==> config.mk <==
export PLATFORM = sky130hd
export DESIGN_NAME = act_geometry
export DESIGN_NICKNAME = d
export VERILOG_FILES = /design/src/rtl/act_pkg.sv /design/src/rtl/act_geometry.sv
export VERILOG_INCLUDE_DIRS = /design/src /design/src/rtl
export SDC_FILE = /design/constraint.sdc
export NUM_CORES = 2
export LEC_CHECK = 0
export ABC_AREA = 1
export BUFFER_PORTS_ARGS = -buffer_cell sky130_fd_sc_hd__buf_2
export CORE_UTILIZATION = 35
export CTS_BUF_LIST = sky130_fd_sc_hd__clkbuf_8
export DETAILED_ROUTE_END_ITERATION = 16
export PLACE_DENSITY = 0.49
export SYNTH_ARGS = -nofsm -noshare
export SYNTH_HDL_FRONTEND = slang
export SYNTH_SLANG_ARGS = --single-unit
==> constraint.sdc <==
create_clock -name clock -period 32.7 [get_ports clock]
set_input_delay 6.54 -clock clock [delete_from_list [all_inputs] [get_ports clock]]
set_output_delay 6.54 -clock clock [all_outputs]
set_load 0.1 [all_outputs]
==> src/rtl/assert_macros.svh <==
// assertion macros shared by the block's rtl files
// no dependencies; included by the files that carry assertions
`ifndef ASSERT_MACROS_SVH
`define ASSERT_MACROS_SVH

// antecedent implies consequent in the same cycle
`define ACT_ASSERT_IMP(label, clk, rst, ante, cons) \
   label: assert property (@(posedge clk) disable iff (rst) (ante) |-> (cons)) \
      else $error("assertion failed");

// condition holds at every clock edge
`define ACT_ASSERT_ALWAYS(label, clk, rst, cond) \
   label: assert property (@(posedge clk) disable iff (rst) (cond)) \
      else $error("assertion failed");

`endif

==> src/rtl/act_pkg.sv <==
// types, constants and helper functions for the arc cross-track error block
// no dependencies; imported by act_geometry, act_dist and arc_cross_track_error
package act_pkg;

   localparam int FRAC_BITS    = 16;
   localparam int CORDIC_STEPS = 24;
   localparam int ROOT_BITS    = 34;
   localparam int SQ_W         = 68;

   localparam logic signed [33:0] CORDIC_START = 34'sd652032874;
   localparam logic signed [25:0] DEG_TO_RAD   = 26'sd18740330;
   localparam logic signed [26:0] H90          = 27'(90 << FRAC_BITS);
   localparam logic signed [26:0] H180         = 27'(180 << FRAC_BITS);

   // csr register indexes
   localparam logic [2:0] REG_FIRST_X        = 3'd0;
   localparam logic [2:0] REG_FIRST_Y        = 3'd1;
   localparam logic [2:0] REG_FIRST_HEADING  = 3'd2;
   localparam logic [2:0] REG_SECOND_X       = 3'd3;
   localparam logic [2:0] REG_SECOND_Y       = 3'd4;
   localparam logic [2:0] REG_SECOND_HEADING = 3'd5;

   // result status codes
   localparam logic [1:0] STAT_OK    = 2'd0;
   localparam logic [1:0] STAT_DEGEN = 2'd1;
   localparam logic [1:0] STAT_SAT   = 2'd2;

   // arc geometry handed from the solver to the output stage
   typedef struct packed {
      logic              degen;
      logic              sat;
      logic signed [31:0] cx;
      logic signed [31:0] cy;
      logic [33:0]        r_full;
      logic [30:0]        radius;
   } geo_type;

   // atan(2^-i) in radians q30
   function automatic logic signed [33:0] atan_q30(input logic [4:0] i);
      logic signed [33:0] v;
      case (i)
         5'd0:  v = 34'sd843314857;
         5'd1:  v = 34'sd497837829;
         5'd2:  v = 34'sd263043837;
         5'd3:  v = 34'sd133525159;
         5'd4:  v = 34'sd67021687;
         5'd5:  v = 34'sd33543516;
         5'd6:  v = 34'sd16775851;
         5'd7:  v = 34'sd8388437;
         5'd8:  v = 34'sd4194283;
         5'd9:  v = 34'sd2097149;
         5'd10: v = 34'sd1048576;
         5'd11: v = 34'sd524288;
         5'd12: v = 34'sd262144;
         5'd13: v = 34'sd131072;
         5'd14: v = 34'sd65536;
         5'd15: v = 34'sd32768;
         5'd16: v = 34'sd16384;
         5'd17: v = 34'sd8192;
         5'd18: v = 34'sd4096;
         5'd19: v = 34'sd2048;
         5'd20: v = 34'sd1024;
         5'd21: v = 34'sd512;
         5'd22: v = 34'sd256;
         5'd23: v = 34'sd128;
         5'd24: v = 34'sd64;
         5'd25: v = 34'sd32;
         5'd26: v = 34'sd16;
         5'd27: v = 34'sd8;
         5'd28: v = 34'sd4;
         5'd29: v = 34'sd2;
         5'd30: v = 34'sd1;
         default: v = 34'sd0;
      endcase
      return v;
   endfunction

   // true when a value does not fit 32-bit signed
   function automatic logic out32(input logic signed [42:0] v);
      return (v > 43'sd2147483647) || (v < -43'sd2147483648);
   endfunction

   // clamp to 32-bit signed
   function automatic logic signed [31:0] sat32(input logic signed [42:0] v);
      logic signed [31:0] r;
      if (v > 43'sd2147483647) begin
         r = 32'sh7FFFFFFF;
      end else if (v < -43'sd2147483648) begin
         r = 32'sh80000000;
      end else begin
         r = v[31:0];
      end
      return r;
   endfunction

endpackage

==> src/rtl/act_geometry.sv <==
// waypoint registers and sequential arc solver: cordic, serial multiply, divide
// depends on act_pkg and assert_macros.svh
`include "assert_macros.svh"

module act_geometry import act_pkg::*; (
   input  logic               clock,
   input  logic               reset,
   input  logic               csr_valid,
   input  logic [2:0]         csr_index,
   input  logic [31:0]        csr_data,
   output logic               csr_ready,
   output logic               busy,
   output logic               inject,
   output logic signed [31:0] inj_x,
   output logic signed [31:0] inj_y,
   input  logic               rad_valid,
   input  logic [33:0]        rad_dist,
   output geo_type            geo
);

   typedef enum logic [3:0] {
      ST_IDLE, ST_REDUCE, ST_ROTATE, ST_STORE, ST_MLOAD, ST_MUL, ST_MEND,
      ST_DIV, ST_DEND, ST_INJECT, ST_WAIT
   } state_type;

   state_type          state_ff;
   logic signed [31:0] wp1_x_ff, wp1_y_ff, wp2_x_ff, wp2_y_ff;
   logic signed [24:0] wp1_h_ff, wp2_h_ff;
   logic               which_ff, degen_ff, sat_ff, neg_ff, divneg_ff;
   logic [4:0]         step_ff;
   logic [6:0]         cnt_ff;
   logic [2:0]         mop_ff;
   logic signed [33:0] x_ff, y_ff, z_ff;
   logic signed [31:0] c1_ff, s1_ff, c2_ff, s2_ff, cx_ff, cy_ff;
   logic signed [63:0] det_ff, num_ff;
   logic [95:0]        mul_a_ff, acc_ff, q_ff;
   logic [31:0]        mul_b_ff;
   logic [57:0]        dvs_ff, rem_ff;
   logic [33:0]        r_full_ff;
   logic [30:0]        radius_ff;

   logic signed [26:0] h_sel, h_r0, h_r1, h_r2;
   logic               red_degen;
   logic signed [52:0] z_prod;
   logic signed [33:0] z_in, x_sh, y_sh, atan_v;
   logic signed [63:0] op_a, prod64, det_next, det_abs;
   logic signed [31:0] op_b;
   logic [63:0]        mag_a;
   logic [31:0]        mag_b;
   logic [58:0]        rem_sh;
   logic               rem_ge;
   logic [57:0]        rem_nx;
   logic [40:0]        q_clip;
   logic signed [42:0] q_signed, cx_full, cy_full;

   // heading reduction into [-90, 90) degrees and conversion to radians
   always_comb begin
      h_sel = which_ff ? 27'(wp2_h_ff) : 27'(wp1_h_ff);
      if (h_sel >= H180) begin
         h_r0 = h_sel - H180;
      end else if (h_sel <= -H180) begin
         h_r0 = h_sel + H180;
      end else begin
         h_r0 = h_sel;
      end
      h_r1 = (h_r0 < 0) ? h_r0 + H180 : h_r0;
      h_r2 = (h_r1 >= H90) ? h_r1 - H180 : h_r1;
      red_degen = (h_r2 == 27'sd0) || (h_r2 == -H90);
      z_prod = h_r2 * DEG_TO_RAD;
      z_in = 34'(z_prod >>> FRAC_BITS);
   end

   // cordic micro-rotation terms
   assign x_sh   = x_ff >>> step_ff;
   assign y_sh   = y_ff >>> step_ff;
   assign atan_v = atan_q30(step_ff);

   // multiply operand select
   always_comb begin
      case (mop_ff)
         3'd0: begin op_a = 64'(c1_ff); op_b = s2_ff; end
         3'd1: begin op_a = 64'(s1_ff); op_b = c2_ff; end
         3'd2: begin op_a = 64'(wp2_x_ff) - 64'(wp1_x_ff); op_b = c2_ff; end
         3'd3: begin op_a = 64'(wp2_y_ff) - 64'(wp1_y_ff); op_b = s2_ff; end
         3'd4: begin op_a = num_ff; op_b = s1_ff; end
         3'd5: begin op_a = num_ff; op_b = c1_ff; end
         default: begin op_a = 64'sd0; op_b = 32'sd0; end
      endcase
      mag_a = op_a[63] ? 64'(-op_a) : 64'(op_a);
      mag_b = op_b[31] ? 32'(-op_b) : 32'(op_b);
   end

   // product sign fix and determinant update
   assign prod64   = neg_ff ? -signed'(acc_ff[63:0]) : signed'(acc_ff[63:0]);
   assign det_next = det_ff - prod64;
   assign det_abs  = det_ff[63] ? -det_ff : det_ff;

   // restoring divide step
   assign rem_sh = {rem_ff, acc_ff[95]};
   assign rem_ge = rem_sh >= {1'b0, dvs_ff};
   assign rem_nx = rem_ge ? 58'(rem_sh - {1'b0, dvs_ff}) : rem_sh[57:0];

   // quotient clamp and centre coordinate
   always_comb begin
      q_clip   = (q_ff > (96'd1 << 40)) ? (41'd1 << 40) : q_ff[40:0];
      q_signed = divneg_ff ? -signed'({2'b00, q_clip}) : signed'({2'b00, q_clip});
      cx_full  = 43'(wp1_x_ff) - q_signed;
      cy_full  = 43'(wp1_y_ff) + q_signed;
   end

   // solver sequencer and waypoint registers
   always_ff @(posedge clock) begin
      if (reset) begin
         state_ff <= ST_REDUCE;
         wp1_x_ff <= '0;
         wp1_y_ff <= '0;
         wp1_h_ff <= '0;
         wp2_x_ff <= '0;
         wp2_y_ff <= '0;
         wp2_h_ff <= '0;
         which_ff <= 1'b0;
         degen_ff <= 1'b0;
         sat_ff   <= 1'b0;
      end else begin
         case (state_ff)
            ST_IDLE: begin
               if (csr_valid) begin
                  case (csr_index)
                     REG_FIRST_X:        wp1_x_ff <= csr_data;
                     REG_FIRST_Y:        wp1_y_ff <= csr_data;
                     REG_FIRST_HEADING:  wp1_h_ff <= csr_data[24:0];
                     REG_SECOND_X:       wp2_x_ff <= csr_data;
                     REG_SECOND_Y:       wp2_y_ff <= csr_data;
                     REG_SECOND_HEADING: wp2_h_ff <= csr_data[24:0];
                     default: ;
                  endcase
                  which_ff <= 1'b0;
                  degen_ff <= 1'b0;
                  sat_ff   <= 1'b0;
                  state_ff <= ST_REDUCE;
               end
            end
            ST_REDUCE: begin
               degen_ff <= degen_ff | red_degen;
               z_ff     <= z_in;
               x_ff     <= CORDIC_START;
               y_ff     <= '0;
               step_ff  <= '0;
               state_ff <= ST_ROTATE;
            end
            ST_ROTATE: begin
               if (z_ff >= 0) begin
                  x_ff <= x_ff - y_sh;
                  y_ff <= y_ff + x_sh;
                  z_ff <= z_ff - atan_v;
               end else begin
                  x_ff <= x_ff + y_sh;
                  y_ff <= y_ff - x_sh;
                  z_ff <= z_ff + atan_v;
               end
               step_ff <= step_ff + 5'd1;
               if (step_ff == 5'(CORDIC_STEPS - 1)) begin
                  state_ff <= ST_STORE;
               end
            end
            ST_STORE: begin
               if (!which_ff) begin
                  c1_ff    <= 32'(x_ff >>> 2);
                  s1_ff    <= 32'(y_ff >>> 2);
                  which_ff <= 1'b1;
                  state_ff <= ST_REDUCE;
               end else begin
                  c2_ff    <= 32'(x_ff >>> 2);
                  s2_ff    <= 32'(y_ff >>> 2);
                  mop_ff   <= 3'd0;
                  state_ff <= degen_ff ? ST_IDLE : ST_MLOAD;
               end
            end
            ST_MLOAD: begin
               mul_a_ff <= 96'(mag_a);
               mul_b_ff <= mag_b;
               neg_ff   <= op_a[63] ^ op_b[31];
               acc_ff   <= '0;
               cnt_ff   <= '0;
               state_ff <= ST_MUL;
            end
            ST_MUL: begin
               if (mul_b_ff[0]) begin
                  acc_ff <= acc_ff + mul_a_ff;
               end
               mul_a_ff <= mul_a_ff << 1;
               mul_b_ff <= mul_b_ff >> 1;
               cnt_ff   <= cnt_ff + 7'd1;
               if (cnt_ff == 7'd31) begin
                  state_ff <= ST_MEND;
               end
            end
            ST_MEND: begin
               case (mop_ff)
                  3'd0: begin
                     det_ff   <= prod64;
                     mop_ff   <= 3'd1;
                     state_ff <= ST_MLOAD;
                  end
                  3'd1: begin
                     det_ff <= det_next;
                     mop_ff <= 3'd2;
                     if (det_next == 64'sd0) begin
                        degen_ff <= 1'b1;
                        state_ff <= ST_IDLE;
                     end else begin
                        state_ff <= ST_MLOAD;
                     end
                  end
                  3'd2: begin
                     num_ff   <= prod64;
                     mop_ff   <= 3'd3;
                     state_ff <= ST_MLOAD;
                  end
                  3'd3: begin
                     num_ff   <= num_ff + prod64;
                     mop_ff   <= 3'd4;
                     state_ff <= ST_MLOAD;
                  end
                  default: begin
                     dvs_ff    <= det_abs[57:0];
                     divneg_ff <= neg_ff ^ det_ff[63];
                     rem_ff    <= '0;
                     q_ff      <= '0;
                     cnt_ff    <= '0;
                     state_ff  <= ST_DIV;
                  end
               endcase
            end
            ST_DIV: begin
               rem_ff <= rem_nx;
               q_ff   <= {q_ff[94:0], rem_ge};
               acc_ff <= acc_ff << 1;
               cnt_ff <= cnt_ff + 7'd1;
               if (cnt_ff == 7'd95) begin
                  state_ff <= ST_DEND;
               end
            end
            ST_DEND: begin
               if (mop_ff == 3'd4) begin
                  cx_ff    <= sat32(cx_full);
                  sat_ff   <= sat_ff | out32(cx_full);
                  mop_ff   <= 3'd5;
                  state_ff <= ST_MLOAD;
               end else begin
                  cy_ff    <= sat32(cy_full);
                  sat_ff   <= sat_ff | out32(cy_full);
                  state_ff <= ST_INJECT;
               end
            end
            ST_INJECT: begin
               state_ff <= ST_WAIT;
            end
            ST_WAIT: begin
               if (rad_valid) begin
                  r_full_ff <= rad_dist;
                  if (rad_dist > 34'h07FFFFFFF) begin
                     radius_ff <= 31'h7FFFFFFF;
                     sat_ff    <= 1'b1;
                  end else begin
                     radius_ff <= rad_dist[30:0];
                  end
                  state_ff <= ST_IDLE;
               end
            end
            default: state_ff <= ST_IDLE;
         endcase
      end
   end

   // handshake and geometry outputs
   assign csr_ready = (state_ff == ST_IDLE);
   assign busy      = (state_ff != ST_IDLE);
   assign inject    = (state_ff == ST_INJECT);
   assign inj_x     = wp2_x_ff;
   assign inj_y     = wp2_y_ff;

   always_comb begin
      geo.degen  = degen_ff;
      geo.sat    = sat_ff;
      geo.cx     = cx_ff;
      geo.cy     = cy_ff;
      geo.r_full = r_full_ff;
      geo.radius = radius_ff;
   end

   // radius beat only returns while the solver waits for it
   `ACT_ASSERT_IMP(a_rad_when_waiting, clock, reset, rad_valid, state_ff == ST_WAIT)

endmodule

Yosys cells after proc, flatten, opt, wreduce, memory -nomap -nowiden
Memories as Yosys holds them, arrays and structs flattened. A register that Yosys moved wholly into a read port is not among the register bits.
Index checks and enable logic that the tools add are counted.
Widths: inputs -> output; s select.
- bitwise gates (word level): 9
- mux-type cells: 60
- add/subtract/negate cells: 25
- multiply operators: 1
- reduce and logical (&&, ||, !) cells: 51
- shift-type cells: 2
- equality and inequality tests: 37
- order comparisons: 12
- operator list (cell ; count):
    $pmux 96 s2 ; 2
    $pmux 64 s5 ; 1
    $pmux 96 s3 ; 1
    $pmux 64 s2 ; 2
    $pmux 34 s2 ; 3
    $mux 96 ; 2
    $mux 58 ; 3
    $mux 27 ; 5
    $mux 64 ; 2
    $neg 64->64 ; 2
    $pmux 32 s4 ; 1
    $pmux 58 s2 ; 1
    $add 34x34->34 ; 3
    $mux 34 ; 3
    $sub 34x34->34 ; 3
    $add 96x96->96 ; 1
    $gt 96x41->1 const B ; 1
    $mux 32 ; 3
    $gt 43x32->1 const B ; 2
    $lt 43x32->1 const B ; 2
    $sshr 34x5->34 ; 2
    $sub 32x32->33 ; 2
    $add 64x64->64 ; 1
    $logic_not 64->1 ; 1
    other kinds (65) ; 148
- bits in read-only memories: 960
- word-level logic and storage cells: 232
- memories kept: 1
- bits in registers: 1125
- memory list (name ; depth ; width ; rd ports ; clocked after Yosys merged registers in ; wr ports ; line ; source):
    (no name shown) ; 32 ; 30 ; 1 ; 1 ; 0 ; act_pkg.sv:41 ; case (i)

Longest topological paths before layout
- depth after elaboration: 12
- mapped depth: 64
- gate-level depth less buffers: 60

Worst setup path after synthesis
Ideal clock, no wire load.
- path kind: in2reg
- from: input reset
- to: register q_ff[0], enable pin
- required time: 31.804 ns
- arrival time: 18.005 ns
- setup slack: 13.799 ns
- library setup time: 0.896 ns
- path buffers: 0
- cell stages on the path: 3
- cell sequence: nor2_1 > inv_1 > a211oi_1
- cells in the longest elaborated chain, start to end: 2
- ends and longest elaborated chain (item ; line ; source):
    start: declaration ; act_geometry.sv:7 ; input logic reset,
    $not 1->1 (no source line) ; n/a ;
    $reduce_and 3->1 (no source line) ; n/a ;
    end signal: assignment ; act_geometry.sv:237 ; q_ff <= {q_ff[94:0], rem_ge};
    end: declaration ; act_geometry.sv:36 ; logic [95:0] mul_a_ff, acc_ff, q_ff;
Every way passes these cells.
A chain may end at the register's enable or synchronous reset.

Worst setup path in the final report
- from: register which_ff
- to: register z_ff[33], data pin
- cells in the longest elaborated chain, start to end: 10
- elaborated cells between the ends (all ways): 15
- those cells by class: add/sub: 4; mul: 1; order compare: 4; mux: 6
- ends and longest elaborated chain (item ; line ; source):
    start: declaration ; act_geometry.sv:29 ; logic which_ff, degen_ff, sat_ff, neg_ff, divneg_ff;
    start signal: assignment ; act_geometry.sv:121 ; which_ff <= 1'b0;
    start signal: assignment ; act_geometry.sv:137 ; which_ff <= 1'b0;
    start signal: assignment ; act_geometry.sv:170 ; which_ff <= 1'b1;
    $mux 27 * ; act_geometry.sv:58 ; h_sel = which_ff ? 27'(wp2_h_ff) : 27'(wp1_h_ff);
    $add 27x25->27 / $le 27x25->1 (equally long branches) ; act_geometry.sv:62, act_geometry.sv:61 ;
    $mux 27 ; act_geometry.sv:61 ; end else if (h_sel <= -H180) begin
    $mux 27 * ; act_geometry.sv:59 ; if (h_sel >= H180) begin
    $add 27x25->27 / $lt 27x1->1 (equally long branches) ; act_geometry.sv:66 ; h_r1 = (h_r0 < 0) ? h_r0 + H180 : h_r0;
    $mux 27 * ; act_geometry.sv:66 ;
    $sub 27x25->27 / $ge 27x24->1 (equally long branches) ; act_geometry.sv:67 ; h_r2 = (h_r1 >= H90) ? h_r1 - H180 : h_r1;
    $mux 27 * ; act_geometry.sv:67 ;
    $mul 27x25->49 * ; act_geometry.sv:69 ; z_prod = h_r2 * DEG_TO_RAD;
    $pmux 34 s2 * ; act_geometry.sv:125 ; case (state_ff)
    end signal: assignment ; act_geometry.sv:145 ; z_ff <= z_in;
    end signal: assignment ; act_geometry.sv:155 ; z_ff <= z_ff - atan_v;
    end signal: assignment ; act_geometry.sv:159 ; z_ff <= z_ff + atan_v;
    end: declaration ; act_geometry.sv:33 ; logic signed [33:0] x_ff, y_ff, z_ff;
Mark *: on every way between the ends. The rest lies on a longest branch, timed or not.

==> impl_summary.md <==
Logic synthesis
The number of enable-type register cells in the synthesized netlist is 940. After synthesis the cells add up to slightly above 100000 sq um. The count of synthesis-stage warnings from yosys is 0. The number of flip-flops and latches in the synthesized netlist is 1155. Yosys mapped the design onto 83 distinct sky130hd cell types. For this run, the leading register cell type out of synthesis is sky130_fd_sc_hd__edfxtp_1. The average footprint of a synthesized cell is 7.58 sq um. The proportion of register bits with asynchronous set or reset after synthesis is 0. The synthesized net count is roughly 15000. The share of the yosys chip area belonging to registers is 0.320.

The gate count after technology mapping is between 10000 and 15000.

Critical path
The kind of cell with the highest combined delay along the critical path is adder cells. For the worst setup path, the data required time is approximately 33 ns. For this run, the slowest stage of the critical path takes between 0.5 and 0.6 ns.

Data on the critical path arrives at its endpoint at ~12 ns. The endpoint kind of the worst setup timing path is a flop. The critical path's most frequent cell is sky130_fd_sc_hd__nand2_1. In this run the critical register-to-register path is captured at z_ff[33]$_DFFE_PP_. The number of buffers and inverters on the critical path is 11. The element type at the critical path start is a flop.

The startpoint identified for the worst register-to-register timing path is which_ff$_SDFFE_PP0P_. Of all nets on the critical path, the largest fanout is 35. Measured in cells, the most critical reg-to-reg path has a length of 54.

The critical-path cell with the highest stage delay is sky130_fd_sc_hd__fa_1. By startpoint and endpoint, the worst setup path is classified as reg2reg. For flop-to-flop paths, the worst setup slack is roughly 21 ns.

Timing
Setup violations remaining at the end of the flow were counted as 0. The total count of max-transition violations in the final report is 0. For the pin with the worst max-slew slack, the measured transition is approximately 1.1 ns. Of the available clock period, the critical path in the final layout requires 0.345. Summed over all failing endpoints, the final setup total negative slack is 0 ns.

The number of hold-slack violations in the final timing report came to 0. The minimum clock period after layout is roughly 11 ns. Setup repair after global routing left no endpoint under its margin.

Timing would allow up to around 89 MHz. The clock tree skew after final layout is around 0.16 ns. The worst slew slack as a fraction of its limit is 0.244.

Clock network
The count of clock tree sinks is approximately 1200. No sink is reached through more buffers than the 4 on the longest clock path. In this run, post-CTS hold repair placed 0 buffers. The clock transition time at the flip-flop clock pins of the worst setup and hold paths is 0.06 ns. For the worst-skew pair, the clock arrives at the later sink with an insertion delay of ~1.1 ns.

Once the clock tree was built, the setup fixing pass inserted 0 buffers. The tree is rooted in a sky130_fd_sc_hd__clkbuf_8. TritonCTS created 230 clock buffers. TritonCTS built the clock tree. The number of H-tree levels is 4. Post-CTS repair changed the size of 0 cells.

Min path
Counting instances, the worst hold path has a depth of 0. In this run the most critical hold path is launched from det_ff[0]$_DFFE_PP_. The tightest min-delay check is of the reg2reg type.

The worst hold path terminates at dvs_ff[0]$_DFFE_PP_.

Routing
The count of nets left with antenna violations once routing finished came out at 0. The first TritonRoute pass finished after 6 iterations. Dividing the detail-routed via count by the number of cells gives roughly 5. The detailed-route wire length is 345 mm. The routed length per placed instance is between 15 and 20 um.

The routed layout has between 90000 and 100k vias. For this run, design rule violations remaining after detail routing come to 0. For this block, the initial DRC count from the detailed router was approximately 6300.

Global routing
Entering global routing, the biggest net connects about 150 pins. After global routing the overflow that remains totals 0. The global-route usage over all layers is 0.231. The first-pass GRT wire length is around 530 mm.

The initial antenna violation count is 11. The via count of the first global-routing pass came to around 89000.

Place
The count of buffers added on input and output ports is between 200 and 300. At the end of routability-driven placement, the weighted congestion stood at just over 0.9. Once detailed placement completed, the half-perimeter wirelength came to around 270 mm.

Die
The die covers ~290000 sq um. After floorplanning, the core was sized to cover between 200000 and 300000 sq um. approximately 270 I/O pins were placed.

For this configuration, the core starts out at a cell density of 0.353. Measured along the y axis, the die boundary spans between 500 and 600 um. After floorplanning, the core was divided into just under 200 placement rows. The horizontal die dimension is 541 um.

Run
The number of max-capacitance violations reported is 0.

Final layout
The post-layout utilization of the core is 0.388. The net count of the finished layout is 14900. The area occupied by registers is 32500 sq um. The layout has 30700 filler cells.

From synthesis to final layout, the design area changed by 10.1%. In the final layout, the multi-input gates occupy 59300 sq um. Of the cells placed in the final design, the portion with a size suffix greater than 1 is 0.0632.

Run status
The flow ran to the end, and the final reports show no timing, DRC or antenna violations.
## worst max path at each step
stage	start	end	slack, ns	cells past startpoint
global route	which_ff$_SDFFE_PP0P_	z_ff[33]$_DFFE_PP_	20.56	54
CTS	which_ff$_SDFFE_PP0P_	z_ff[33]$_DFFE_PP_	21.46	54
global placement	which_ff$_SDFFE_PP0P_	z_ff[33]$_DFFE_PP_	21.51	54
finish	which_ff$_SDFFE_PP0P_	z_ff[33]$_DFFE_PP_	21.43	54
floorplan	reset	q_ff[0]$_SDFFCE_PN0P_	13.80	3
detailed placement	which_ff$_SDFFE_PP0P_	z_ff[33]$_DFFE_PP_	21.46	54
## state kept, by name, indices dropped and copies added (netlist names), 34 cells and up
name	cells
acc_ff	96
mul_a_ff	96
q_ff	96
det_ff	64
num_ff	64
dvs_ff	58
rem_ff	58
r_full_ff	34
x_ff	34
y_ff	34
z_ff	34
## layout make-up
class | instances | share of cell area
diodes | 6 | 0.000134
clock buffers | 238 | 0.0292
clock inverters | 182 | 0.0112
inverters | 2334 | 0.0783
multi-input cells | 9595 | 0.529
flip-flops and latches | 1155 | 0.290
well taps | 3880 | 0.0433
repair buffers | 365 | 0.0188
## metrics by stage
step           hold slack, ns  cells  instance area (sq um)  setup WS (ns)
2_1_floorplan           0.451  13400                 102000          13.80
3_3_place_gp            0.482  17300                 108000          21.51
3_5_place_dp            0.484  17300                 108000          21.46
4_1_cts                 0.487  17700                 112000          21.46
5_1_grt                 0.508  17800                 112000          20.56
6_report                0.498  17800                 112000          21.43
## cells by family after synthesis
kind of cell	share of synthesized area
buf+inv	0.100
flops	0.320
fa+ha+maj	0.162
compound gates	0.172
simple gates	0.188
xor+xnor	0.0521
mux	0.00649
## synthesized netlist by cell type (73+ instances only)
cell type                  count  share of area
sky130_fd_sc_hd__a21oi_1    1258          0.062
sky130_fd_sc_hd__a31oi_1     157         0.0096
sky130_fd_sc_hd__clkbuf_1    238         0.0088
sky130_fd_sc_hd__dfxtp_1     215          0.042
sky130_fd_sc_hd__edfxtp_1    940           0.28
sky130_fd_sc_hd__fa_1        308          0.061
sky130_fd_sc_hd__ha_1        821           0.10
sky130_fd_sc_hd__inv_1      2297          0.085
sky130_fd_sc_hd__nand2_1    2371          0.087
sky130_fd_sc_hd__nand3_1     383          0.019
sky130_fd_sc_hd__nand4_1      97         0.0060
sky130_fd_sc_hd__nor2_1     1324          0.049
sky130_fd_sc_hd__nor3_1      194         0.0095
sky130_fd_sc_hd__o21a_1       76         0.0056
sky130_fd_sc_hd__o21ai_0    1205          0.059
sky130_fd_sc_hd__or2_2        73         0.0045
sky130_fd_sc_hd__xnor2_1     209          0.018
sky130_fd_sc_hd__xor2_1      392          0.034
## per-layer routing
metal | GRT usage | vias up | wire [um]
li1 | - | 45200 | -
met1 | 0.318 | 42400 | 162000
met5 | 0 | - | 0
met3 | 0.0254 | 475 | 16100
met4 | 0.0673 | 0 | 10700
met2 | 0.379 | 2065 | 156000
## cells in the final DEF (no fill, tap or decap), drive strengths merged, types with 50 or more instances in the layout
cell type,synthesis,final
o22ai,51,51
nand2,2401,2401
a221oi,50,50
ha,821,821
nand4,97,97
xor2,393,393
edfxtp,940,940
inv,2328,2404
a21oi,1259,1259
nand3,390,390
o211ai,57,57
fa,308,308
buf,105,365
nor2,1334,1334
clkinv,6,92
nor4,68,68
mux2i,66,66
dfxtp,215,215
clkbuf,238,238
a31oi,157,157
nor3,201,201
xnor2,210,210
o21a,76,76
or2,81,81
o21ai,1255,1255
Power is left out: the tool's default activity adds up to more than one toggle a clock period on the data nets, which glitch-free logic cannot reach.
